$ cat config.mk
export PLATFORM = sky130hd
export DESIGN_NAME = png_stored_rgba_encoder
export DESIGN_NICKNAME = d
export VERILOG_FILES = /design/src/rtl/pngenc_pkg.sv /design/src/rtl/pngenc_dp.sv /design/src/rtl/pngenc_ctrl.sv /design/src/rtl/png_stored_rgba_encoder.sv
export SDC_FILE = /design/constraint.sdc
export NUM_CORES = 1
export LEC_CHECK = 0
export BUFFER_PORTS_ARGS = -buffer_cell sky130_fd_sc_hd__buf_2
export CAP_MARGIN = 20
export CORE_ASPECT_RATIO = 0.75
export CORE_MARGIN = 5
export CORE_UTILIZATION = 45
export CTS_BUF_LIST = sky130_fd_sc_hd__clkbuf_16
export CTS_CLUSTER_DIAMETER = 60
export DETAILED_ROUTE_END_ITERATION = 12
export GPL_ROUTABILITY_DRIVEN = 1
export SLEW_MARGIN = 20
export SYNTH_ARGS = -nofsm -noshare
export SYNTH_HDL_FRONTEND = slang
export SYNTH_SLANG_ARGS = --single-unit
$ cat constraint.sdc
create_clock -name clk -period 16.3 [get_ports clk]
set_clock_uncertainty 0.2 [all_clocks]
set_input_delay 3.26 -clock clk [delete_from_list [all_inputs] [get_ports clk]]
set_output_delay 3.26 -clock clk [all_outputs]
set_load 0.02 [all_outputs]
$ cat src/rtl/pngenc_pkg.sv
// shared types, codes and byte-sequence tables of the png stored rgba encoder
package pngenc_pkg;

    localparam int DEF_MAX_SIDE = 128;
    localparam int RAW_W = 17;

    localparam logic CMD_START = 1'b0;

    localparam logic [15:0] ADLER_MOD = 16'd65521;
    localparam logic [31:0] CRC_POLY = 32'hEDB88320;
    localparam logic [31:0] CRC_ONES = 32'hFFFFFFFF;
    localparam logic [15:0] BLOCK_MAX = 16'hFFFF;

    localparam logic [5:0] START_LAST = 6'd47;
    localparam logic [5:0] TRAIL_LAST = 6'd19;
    localparam logic [5:0] HDR_LAST = 6'd4;
    localparam logic [2:0] RAW_FILTER = 3'd0;
    localparam logic [2:0] RAW_RED = 3'd1;
    localparam logic [2:0] RAW_ALPHA = 3'd4;

    localparam logic [2:0] SRC_CONST = 3'd0;
    localparam logic [2:0] SRC_WIDTH = 3'd1;
    localparam logic [2:0] SRC_HEIGHT = 3'd2;
    localparam logic [2:0] SRC_CRC = 3'd3;
    localparam logic [2:0] SRC_IDAT = 3'd4;
    localparam logic [2:0] SRC_ADLER = 3'd5;
    localparam logic [2:0] SRC_HDR = 3'd6;
    localparam logic [2:0] SRC_RAW = 3'd7;

    typedef struct packed {
        logic [2:0] src;
        logic [2:0] bidx;
        logic [7:0] cval;
        logic       crc_upd;
        logic       crc_init;
    } step_t;

    typedef struct packed {
        logic  emit;
        step_t step;
        logic  raw;
        logic  hdr_last;
        logic  pix_end;
        logic  run_last;
        logic  img_end;
        logic  frame_start;
        logic  load_pix;
        logic  frame_end;
    } ctrl_cmd_t;

    typedef struct packed {
        logic out_free;
        logic need_hdr;
        logic col_zero;
        logic last_pixel;
        logic frame_active;
    } dp_status_t;

    function automatic logic [31:0] crc_byte(input logic [31:0] c_in, input logic [7:0] b);
        logic [31:0] c;
        c = c_in ^ {24'd0, b};
        for (int k = 0; k < 8; k++)
        begin
            c = c[0] ? (CRC_POLY ^ (c >> 1)) : (c >> 1);
        end
        return c;
    endfunction

    // signature, ihdr, idat head, zlib header, first block header
    function automatic step_t start_step(input logic [5:0] idx);
        step_t s;
        logic [5:0] d;
        s = '0;
        d = 6'd0;
        s.crc_upd = ((idx >= 6'd12) && (idx <= 6'd28)) || ((idx >= 6'd37) && (idx <= 6'd47));
        s.crc_init = (idx == 6'd12) || (idx == 6'd37);
        s.src = SRC_CONST;
        unique case (idx)
            6'd0: s.cval = 8'h89;
            6'd1: s.cval = 8'h50;
            6'd2: s.cval = 8'h4E;
            6'd3: s.cval = 8'h47;
            6'd4: s.cval = 8'h0D;
            6'd5: s.cval = 8'h0A;
            6'd6: s.cval = 8'h1A;
            6'd7: s.cval = 8'h0A;
            6'd11: s.cval = 8'h0D;
            6'd12: s.cval = 8'h49;
            6'd13: s.cval = 8'h48;
            6'd14: s.cval = 8'h44;
            6'd15: s.cval = 8'h52;
            6'd19: s.src = SRC_WIDTH;
            6'd23: s.src = SRC_HEIGHT;
            6'd24: s.cval = 8'h08;
            6'd25: s.cval = 8'h06;
            6'd29, 6'd30, 6'd31, 6'd32:
            begin
                s.src = SRC_CRC;
                d = idx - 6'd29;
                s.bidx = d[2:0];
            end
            6'd33, 6'd34, 6'd35, 6'd36:
            begin
                s.src = SRC_IDAT;
                d = idx - 6'd33;
                s.bidx = d[2:0];
            end
            6'd37: s.cval = 8'h49;
            6'd38: s.cval = 8'h44;
            6'd39: s.cval = 8'h41;
            6'd40: s.cval = 8'h54;
            6'd41: s.cval = 8'h78;
            6'd42: s.cval = 8'h01;
            6'd43, 6'd44, 6'd45, 6'd46, 6'd47:
            begin
                s.src = SRC_HDR;
                d = idx - 6'd43;
                s.bidx = d[2:0];
            end
            default: s.cval = 8'h00;
        endcase
        return s;
    endfunction

    // adler, idat crc, iend chunk
    function automatic step_t trail_step(input logic [5:0] idx);
        step_t s;
        logic [5:0] d;
        s = '0;
        d = 6'd0;
        s.crc_upd = (idx <= 6'd3) || ((idx >= 6'd12) && (idx <= 6'd15));
        s.crc_init = (idx == 6'd12);
        s.src = SRC_CONST;
        unique case (idx)
            6'd0, 6'd1, 6'd2, 6'd3:
            begin
                s.src = SRC_ADLER;
                s.bidx = idx[2:0];
            end
            6'd4, 6'd5, 6'd6, 6'd7:
            begin
                s.src = SRC_CRC;
                d = idx - 6'd4;
                s.bidx = d[2:0];
            end
            6'd12: s.cval = 8'h49;
            6'd13: s.cval = 8'h45;
            6'd14: s.cval = 8'h4E;
            6'd15: s.cval = 8'h44;
            6'd16, 6'd17, 6'd18, 6'd19:
            begin
                s.src = SRC_CRC;
                d = idx - 6'd16;
                s.bidx = d[2:0];
            end
            default: s.cval = 8'h00;
        endcase
        return s;
    endfunction

endpackage

$ cat src/rtl/pngenc_dp.sv
// datapath: crc, adler, counters, byte selection and output register
module pngenc_dp
    import pngenc_pkg::*;
#(
    parameter int MAX_SIDE = DEF_MAX_SIDE
)
(
    input  logic        clk,
    input  logic        rst_n,
    input  ctrl_cmd_t   ctl,
    input  logic [31:0] pixel_argb,
    input  logic [7:0]  cfg_width,
    input  logic [7:0]  cfg_height,
    input  logic        out_stall,
    output dp_status_t  status,
    output logic        out_valid,
    output logic [7:0]  out_byte,
    output logic        run_last,
    output logic        image_end
);

    localparam int COL_W = (MAX_SIDE > 2) ? $clog2(MAX_SIDE) : 1;
    localparam logic [7:0] SIDE_MAX = 8'(MAX_SIDE);

    logic             active_reg, active_next;
    logic [31:0]      crc_reg, crc_next;
    logic [15:0]      alow_reg, alow_next;
    logic [15:0]      ahigh_reg, ahigh_next;
    logic [COL_W-1:0] col_reg, col_next;
    logic [7:0]       row_reg, row_next;
    logic [RAW_W-1:0] raw_left_reg, raw_left_next;
    logic [15:0]      blk_left_reg, blk_left_next;
    logic [7:0]       fw_reg, fw_next;
    logic [7:0]       fh_reg, fh_next;
    logic [31:0]      pix_reg, pix_next;
    logic             out_valid_reg, out_valid_next;
    logic [7:0]       out_byte_reg, out_byte_next;
    logic             run_last_reg, run_last_next;
    logic             image_end_reg, image_end_next;

    logic [7:0]  w_c, h_c;
    logic [17:0] prod;
    logic [31:0] idat_len;
    logic [15:0] blen;
    logic        bfinal;
    logic [7:0]  hdr_byte;
    logic [7:0]  raw_byte;
    logic [7:0]  cur_byte;
    logic [31:0] crc_base;
    logic [16:0] lsum, hsum;
    logic [15:0] low_n, high_n;
    logic [8:0]  col_inc;
    logic [8:0]  row_inc;
    logic        row_done, frame_done;

    function automatic logic [7:0] clamp_side(input logic [7:0] v);
        if (v == 8'd0)
            return 8'd1;
        else if (v > SIDE_MAX)
            return SIDE_MAX;
        else
            return v;
    endfunction

    function automatic logic [7:0] word_byte(input logic [31:0] w, input logic [2:0] b);
        logic [7:0] r;
        unique case (b[1:0])
            2'd0: r = w[31:24];
            2'd1: r = w[23:16];
            2'd2: r = w[15:8];
            2'd3: r = w[7:0];
            default: r = 8'd0;
        endcase
        return r;
    endfunction

    always_comb
    begin
        w_c = clamp_side(cfg_width);
        h_c = clamp_side(cfg_height);
        prod = 18'(h_c) * 18'({w_c, 2'b01});
        idat_len = 32'(raw_left_reg) + ((raw_left_reg > RAW_W'(BLOCK_MAX)) ? 32'd16 : 32'd11);

        bfinal = (raw_left_reg <= RAW_W'(BLOCK_MAX));
        blen = bfinal ? raw_left_reg[15:0] : BLOCK_MAX;
        unique case (ctl.step.bidx)
            3'd0: hdr_byte = {7'd0, bfinal};
            3'd1: hdr_byte = blen[7:0];
            3'd2: hdr_byte = blen[15:8];
            3'd3: hdr_byte = ~blen[7:0];
            3'd4: hdr_byte = ~blen[15:8];
            default: hdr_byte = 8'd0;
        endcase

        unique case (ctl.step.bidx)
            RAW_FILTER: raw_byte = 8'd0;
            RAW_RED: raw_byte = pix_reg[23:16];
            3'd2: raw_byte = pix_reg[15:8];
            3'd3: raw_byte = pix_reg[7:0];
            RAW_ALPHA: raw_byte = pix_reg[31:24];
            default: raw_byte = 8'd0;
        endcase

        unique case (ctl.step.src)
            SRC_CONST: cur_byte = ctl.step.cval;
            SRC_WIDTH: cur_byte = fw_reg;
            SRC_HEIGHT: cur_byte = fh_reg;
            SRC_CRC: cur_byte = word_byte(~crc_reg, ctl.step.bidx);
            SRC_IDAT: cur_byte = word_byte(idat_len, ctl.step.bidx);
            SRC_ADLER: cur_byte = word_byte({ahigh_reg, alow_reg}, ctl.step.bidx);
            SRC_HDR: cur_byte = hdr_byte;
            SRC_RAW: cur_byte = raw_byte;
            default: cur_byte = 8'd0;
        endcase

        crc_base = ctl.step.crc_init ? CRC_ONES : crc_reg;
        lsum = {1'b0, alow_reg} + {9'd0, cur_byte};
        low_n = (lsum >= {1'b0, ADLER_MOD}) ? 16'(lsum - {1'b0, ADLER_MOD}) : lsum[15:0];
        hsum = {1'b0, ahigh_reg} + {1'b0, low_n};
        high_n = (hsum >= {1'b0, ADLER_MOD}) ? 16'(hsum - {1'b0, ADLER_MOD}) : hsum[15:0];

        col_inc = 9'(col_reg) + 9'd1;
        row_inc = {1'b0, row_reg} + 9'd1;
        row_done = (col_inc >= {1'b0, fw_reg});
        frame_done = row_done && (row_inc >= {1'b0, fh_reg});
    end

    always_comb
    begin
        active_next = active_reg;
        crc_next = crc_reg;
        alow_next = alow_reg;
        ahigh_next = ahigh_reg;
        col_next = col_reg;
        row_next = row_reg;
        raw_left_next = raw_left_reg;
        blk_left_next = blk_left_reg;
        fw_next = fw_reg;
        fh_next = fh_reg;
        pix_next = pix_reg;
        out_valid_next = out_stall ? out_valid_reg : 1'b0;
        out_byte_next = out_byte_reg;
        run_last_next = run_last_reg;
        image_end_next = image_end_reg;

        if (ctl.frame_start)
        begin
            fw_next = w_c;
            fh_next = h_c;
            raw_left_next = prod[RAW_W-1:0];
            blk_left_next = 16'd0;
            alow_next = 16'd1;
            ahigh_next = 16'd0;
            col_next = '0;
            row_next = 8'd0;
            active_next = 1'b1;
        end

        if (ctl.load_pix)
            pix_next = pixel_argb;

        if (ctl.emit)
        begin
            out_valid_next = 1'b1;
            out_byte_next = cur_byte;
            run_last_next = ctl.run_last;
            image_end_next = ctl.img_end;
            if (ctl.step.crc_upd)
                crc_next = crc_byte(crc_base, cur_byte);
            if (ctl.hdr_last)
                blk_left_next = blen;
            if (ctl.raw)
            begin
                alow_next = low_n;
                ahigh_next = high_n;
                if (blk_left_reg != 16'd0)
                    blk_left_next = blk_left_reg - 16'd1;
                if (raw_left_reg != '0)
                    raw_left_next = raw_left_reg - RAW_W'(1);
            end
            if (ctl.pix_end)
            begin
                if (row_done)
                begin
                    col_next = '0;
                    row_next = frame_done ? 8'd0 : row_inc[7:0];
                end
                else
                begin
                    col_next = col_inc[COL_W-1:0];
                end
            end
            if (ctl.frame_end)
            begin
                active_next = 1'b0;
                raw_left_next = '0;
                blk_left_next = 16'd0;
            end
        end
    end

    always_ff @(posedge clk or negedge rst_n)
    begin
        if (!rst_n)
        begin
            active_reg <= 1'b0;
            crc_reg <= CRC_ONES;
            alow_reg <= 16'd1;
            ahigh_reg <= 16'd0;
            col_reg <= '0;
            row_reg <= 8'd0;
            raw_left_reg <= '0;
            blk_left_reg <= 16'd0;
            fw_reg <= 8'd1;
            fh_reg <= 8'd1;
            out_valid_reg <= 1'b0;
        end
        else
        begin
            active_reg <= active_next;
            crc_reg <= crc_next;
            alow_reg <= alow_next;
            ahigh_reg <= ahigh_next;
            col_reg <= col_next;
            row_reg <= row_next;
            raw_left_reg <= raw_left_next;
            blk_left_reg <= blk_left_next;
            fw_reg <= fw_next;
            fh_reg <= fh_next;
            out_valid_reg <= out_valid_next;
        end
    end

    always_ff @(posedge clk)
    begin
        pix_reg <= pix_next;
        out_byte_reg <= out_byte_next;
        run_last_reg <= run_last_next;
        image_end_reg <= image_end_next;
    end

    assign status.out_free = !out_valid_reg || !out_stall;
    assign status.need_hdr = (blk_left_reg == 16'd0) && (raw_left_reg != '0);
    assign status.col_zero = (col_reg == '0);
    assign status.last_pixel = frame_done;
    assign status.frame_active = active_reg;

    assign out_valid = out_valid_reg;
    assign out_byte = out_byte_reg;
    assign run_last = run_last_reg;
    assign image_end = image_end_reg;

`ifndef NO_ASSERTIONS
    a_end_is_last: assert property (@(posedge clk) disable iff (!rst_n)
        out_valid_reg && image_end_reg |-> run_last_reg)
        else $error("image end without run end");
    a_block_in_raw: assert property (@(posedge clk) disable iff (!rst_n)
        RAW_W'(blk_left_reg) <= raw_left_reg)
        else $error("block count beyond raw count");
    a_adler_range: assert property (@(posedge clk) disable iff (!rst_n)
        (alow_reg < ADLER_MOD) && (ahigh_reg < ADLER_MOD))
        else $error("adler out of range");
`endif

endmodule

$ cat src/rtl/pngenc_ctrl.sv
// controller: sequences the bytes of each transaction
module pngenc_ctrl
    import pngenc_pkg::*;
(
    input  logic       clk,
    input  logic       rst_n,
    input  logic       in_valid,
    input  logic       cmd,
    output logic       in_stall,
    input  dp_status_t status,
    output ctrl_cmd_t  ctl
);

    localparam logic [2:0] ST_IDLE = 3'd0;
    localparam logic [2:0] ST_START = 3'd1;
    localparam logic [2:0] ST_RAW = 3'd2;
    localparam logic [2:0] ST_HDR = 3'd3;
    localparam logic [2:0] ST_TRAIL = 3'd4;

    logic [2:0] state_reg, state_next;
    logic [5:0] idx_reg, idx_next;
    logic [2:0] k_reg, k_next;

    always_comb
    begin
        state_next = state_reg;
        idx_next = idx_reg;
        k_next = k_reg;
        ctl = '0;
        in_stall = (state_reg != ST_IDLE);

        unique case (state_reg)
            ST_IDLE:
            begin
                if (in_valid)
                begin
                    if (cmd == CMD_START)
                    begin
                        ctl.frame_start = 1'b1;
                        idx_next = 6'd0;
                        state_next = ST_START;
                    end
                    else if (status.frame_active)
                    begin
                        ctl.load_pix = 1'b1;
                        k_next = status.col_zero ? RAW_FILTER : RAW_RED;
                        state_next = ST_RAW;
                    end
                end
            end
            ST_START:
            begin
                if (status.out_free)
                begin
                    ctl.emit = 1'b1;
                    ctl.step = start_step(idx_reg);
                    if (idx_reg == START_LAST)
                    begin
                        ctl.hdr_last = 1'b1;
                        ctl.run_last = 1'b1;
                        state_next = ST_IDLE;
                    end
                    else
                    begin
                        idx_next = idx_reg + 6'd1;
                    end
                end
            end
            ST_RAW:
            begin
                if (status.out_free)
                begin
                    ctl.emit = 1'b1;
                    ctl.step.crc_upd = 1'b1;
                    if (status.need_hdr)
                    begin
                        ctl.step.src = SRC_HDR;
                        ctl.step.bidx = 3'd0;
                        idx_next = 6'd1;
                        state_next = ST_HDR;
                    end
                    else
                    begin
                        ctl.step.src = SRC_RAW;
                        ctl.step.bidx = k_reg;
                        ctl.raw = 1'b1;
                        if (k_reg == RAW_ALPHA)
                        begin
                            ctl.pix_end = 1'b1;
                            idx_next = 6'd0;
                            if (status.last_pixel)
                            begin
                                state_next = ST_TRAIL;
                            end
                            else
                            begin
                                ctl.run_last = 1'b1;
                                state_next = ST_IDLE;
                            end
                        end
                        else
                        begin
                            k_next = k_reg + 3'd1;
                        end
                    end
                end
            end
            ST_HDR:
            begin
                if (status.out_free)
                begin
                    ctl.emit = 1'b1;
                    ctl.step.crc_upd = 1'b1;
                    ctl.step.src = SRC_HDR;
                    ctl.step.bidx = idx_reg[2:0];
                    if (idx_reg == HDR_LAST)
                    begin
                        ctl.hdr_last = 1'b1;
                        state_next = ST_RAW;
                    end
                    else
                    begin
                        idx_next = idx_reg + 6'd1;
                    end
                end
            end
            ST_TRAIL:
            begin
                if (status.out_free)
                begin
                    ctl.emit = 1'b1;
                    ctl.step = trail_step(idx_reg);
                    if (idx_reg == TRAIL_LAST)
                    begin
                        ctl.run_last = 1'b1;
                        ctl.img_end = 1'b1;
                        ctl.frame_end = 1'b1;
                        state_next = ST_IDLE;
                    end
                    else
                    begin
                        idx_next = idx_reg + 6'd1;
                    end
                end
            end
            default:
            begin
                state_next = ST_IDLE;
            end
        endcase
    end

    always_ff @(posedge clk or negedge rst_n)
    begin
        if (!rst_n)
        begin
            state_reg <= ST_IDLE;
            idx_reg <= 6'd0;
            k_reg <= 3'd0;
        end
        else
        begin
            state_reg <= state_next;
            idx_reg <= idx_next;
            k_reg <= k_next;
        end
    end

endmodule

$ cat src/rtl/png_stored_rgba_encoder.sv
// top level: apb registers, controller and datapath of the png stored rgba encoder
// a transaction is accepted in idle; its first byte is sent from the start or raw state into the output register
// throughput: one byte per cycle unless stalled, from the byte-wise crc-32 and adler-32 update
// start transaction: 48 bytes; pixel: 4 bytes, 5 at row start, 5 more at a block boundary
// last pixel adds 20 bytes; a new transaction is taken once the previous one is fully issued
// reset clears control state and counters, sets both size registers to 1; no clearing pass
module png_stored_rgba_encoder
    import pngenc_pkg::*;
#(
    parameter int MAX_SIDE = DEF_MAX_SIDE
)
(
    input  logic        clk,
    input  logic        rst_n,
    input  logic        in_valid,
    output logic        in_stall,
    input  logic        cmd,
    input  logic [31:0] pixel_argb,
    output logic        out_valid,
    input  logic        out_stall,
    output logic [7:0]  out_byte,
    output logic        run_last,
    output logic        image_end,
    input  logic        psel,
    input  logic        penable,
    input  logic        pwrite,
    input  logic [2:0]  paddr,
    input  logic [31:0] pwdata,
    output logic [31:0] prdata,
    output logic        pready
);

    logic [7:0] width_reg, width_next;
    logic [7:0] height_reg, height_next;
    logic       wr_en;
    ctrl_cmd_t  ctl;
    dp_status_t status;

    assign wr_en = psel && penable && pwrite;

    always_comb
    begin
        width_next = width_reg;
        height_next = height_reg;
        if (wr_en)
        begin
            if (paddr[2])
                height_next = pwdata[7:0];
            else
                width_next = pwdata[7:0];
        end
    end

    always_ff @(posedge clk or negedge rst_n)
    begin
        if (!rst_n)
        begin
            width_reg <= 8'd1;
            height_reg <= 8'd1;
        end
        else
        begin
            width_reg <= width_next;
            height_reg <= height_next;
        end
    end

    assign prdata = paddr[2] ? {24'd0, height_reg} : {24'd0, width_reg};
    assign pready = 1'b1;

    pngenc_ctrl u_ctrl (
        .clk      (clk),
        .rst_n    (rst_n),
        .in_valid (in_valid),
        .cmd      (cmd),
        .in_stall (in_stall),
        .status   (status),
        .ctl      (ctl)
    );

    pngenc_dp #(
        .MAX_SIDE (MAX_SIDE)
    ) u_dp (
        .clk        (clk),
        .rst_n      (rst_n),
        .ctl        (ctl),
        .pixel_argb (pixel_argb),
        .cfg_width  (width_reg),
        .cfg_height (height_reg),
        .out_stall  (out_stall),
        .status     (status),
        .out_valid  (out_valid),
        .out_byte   (out_byte),
        .run_last   (run_last),
        .image_end  (image_end)
    );

endmodule

==> results by group <==
STA
  • Final worst-path setup slack: 1861 ps
  • Period Utilization, post-route: 88.58%
  • RSZ-0062 raised after global routing: false
  • Slew Limit Fails: 0
  • Final hold violation count: 0
  • Hold Worst Slack: 289.5 ps
  • Final setup violation count: 0
  • Slew HR: 34.54%
  • Period minus WS final: 14440 ps
  • Setup TNS: 0 ps
  • Worst slew pin tran: 981.9 ps
  • Fmax: 69.26 MHz

Global route
  • Grt total ovfl: 0
  • Vias in the first global route: 14450
  • Antenna violations before repair: 1
  • First-pass GRT wire length: 83540 µm
  • Largest net degree at the start of global routing: 102
  • Total track usage: 24.02%

Die
  • Die ar.: 43520 µm²
  • Initial core utilization: 45.18%
  • DIE WIDTH: 239.2 µm
  • Die H: 181.9 µm
  • I/O Pins: 120
  • # rows: 63
  • Core area: 39260 µm²

Finish
  • Number of diodes: 0
  • Fin area: 18930 µm²
  • Layout cells sized above 1: 11.70%
  • Net count, final: 2315
  • Area delta synth->final: 6.717%
  • Non-Filler Instances: 2623

Min path
  • Min-Delay Path Class: reg -> reg
  • Worst Hold Path Cells: 2

Clocking
  • TritonCTS clock tree: yes
  • Root buffer cell: clkbuf_16
  • TritonCTS buffer count: 17
  • CTS sink cnt: 200
  • Clk buf depth: 2
  • Hold buffer count at cts: 0
  • Postcts setup bufs: 0
  • H-tree depth: 4
  • CTS resizes: 0
  • Worst-Skew Late Latency: 470 ps
  • Reg clk slew, reported paths: 80 ps

Placed design
  • DP HPWL: 39520 µm
  • Port Buffers: 68
  • Placed Instance Area: 18370 µm²
  • Dpl ws: 1647 ps
  • Dpl cells: 2591
  • Routability cong.: 0.9581

Synthesis
  • Top cell type's share of synthesized area: 17.07%
  • Sequential area share after synthesis: 29.67%
  • Synth Register Bits: 200
  • Main synth FF type: dfrtp_1
  • Top cell type by total area after synthesis: dfrtp_1
  • Synth area leaders: dfrtp_1, ha_1, edfxtp_1
  • Netlist cell types: 107
  • YS warnings: 0
  • Avg Cell Area, Syn: 8.477 µm²
  • Share of flip-flops with an asynchronous set or reset: 79.00%
  • Number of synthesized flops with an enable pin: 42
  • Syn Std Cell Area: 17730 µm²
  • Syn Inst Count: 2092

Run status
  • Outcome: complete, no violations

Flow run
  • Max Cap Violations: 0

Detailed routing
  • Final ANT Viol Nets: 0
  • DRC: 0
  • DR WL met3: 3799 µm
  • Vias per cell: 5.938
  • Met2 WL: 22850 µm
  • DR WL/cell: 20.16 µm
  • Met1 wire length: 25640 µm
  • Iter 0 DRT Violations: 2052
  • Via count: 15580
  • Routed WL: 52880 µm
  • Max layer used: met5
  • 1st-pass router iterations: 6

Critical path
  • Worst path slowest cell: and3_1
  • Critical path class: in -> reg
  • CP arrival: 14630 ps
  • CP Launch Type: input port
  • Most frequent CP cell: o21ai_0
  • Critical Path Stages: 38
  • CP delay by family, top: compound AO/OA/AOI/OAI gates
  • Worst r2r path cells: 40
  • Largest stage delay, worst path: 680 ps
  • Critical path data required time: 16490 ps
  • Crit path buf inv count: 2
  • CP Capture Type: flip-flop
  • Crit-path max FO: 14

Pwr
  • Pleak: 8.158 nW
  • Power per cell area: 253.3 nW/µm²
  • VDD IR max: 0.0001811 V
==> power by group <==
part	total, W	leakage (nW)	switching, W	internal (W)
Combinational	0.00345	5.54	0.00206	0.00140
Sequential	0.000932	2.35	0.000206	0.000726
Clock	0.000411	0.270	0.000202	0.000208
==> placed cells by master (no fill, tap or decap), drive strengths merged, types with 62 or more instances in the layout <==
master and count:
buf 91, xor2 62, inv 129, ha 106, xnor2 106, dfrtp 121, nor2 212, a21oi 108
o21ai 172, nand3 63, nand2 213
==> worst paths after layout <==
kind	startpoint	end	slack (ps)
setup / recovery	out_stall	u_dp.ahigh_reg[10]	1860
hold / removal	u_dp.crc_reg[24]	u_dp.crc_reg[24]	290
setup reg to reg	u_ctrl.idx_reg[0]	u_dp.ahigh_reg[10]	2830
hold reg to reg	u_dp.crc_reg[24]	u_dp.crc_reg[24]	290
max in group asynchronous	rst_n	u_dp.raw_left_reg[4]	11790
min in group asynchronous	rst_n	u_dp.blk_left_reg[2]	2700
==> metrics by stage <==
step                total power, W  util (%)
finish                    0.004795     48.21
floorplan                 0.003545         -
detailed placement        0.004327     46.80
global placement          0.004269     46.80
CTS                       0.004767     48.18
global route              0.005180     48.21
==> layer usage <==
layer  global-route usage (%)  up-vias
li1                         -     7317
met5                        0        -
met3                    4.631       47
met4                    3.856        2
met1                    37.54     7670
met2                    34.94      540
==> worst register-to-register path, delay by kind of cell, from the launching register on <==
family,cells,cell delay (ps)
buffers and inverters,2,370
flip-flops,1,550
AND/OR/NAND/NOR,6,2230
AO/OA/AOI/OAI,25,7790
multiplexers,1,290
XOR/XNOR,2,400
adder cells (fa/ha/maj),4,1540
==> final cells by class <==
type | instances | area, µm²
fillers | 3813 | 20330
multi-input cells | 1652 | 11470
flip-flops and latches | 200 | 5261
well taps | 520 | 650.6
repair buffers | 92 | 529.3
inverters | 127 | 476.7
clock buffers | 17 | 425.4
clock inverters | 15 | 116.4
==> cells by family after synthesis <==
logic type | share of synthesized area (%)
buf+inv | 6.307
fa+ha+maj | 12.45
simple gates | 19.51
compound gates | 19.32
xor+xnor | 9.038
other cells | 0.04235
mux | 3.669
flops | 29.67
==> synthesized netlist by cell type, drive strengths merged, types with 27 or more instances <==
master / number
edfxtp: 42
nand3: 63
buf: 51
nor2: 212
dfstp: 37
mux2: 36
a21oi: 108
xor2: 62
o21ai: 172
clkbuf: 85
ha: 106
inv: 125
nor2b: 27
xnor2: 106
nand2: 213
dfrtp: 121
fa: 44
nor3: 54
Power figures use the tool's default switching activity.
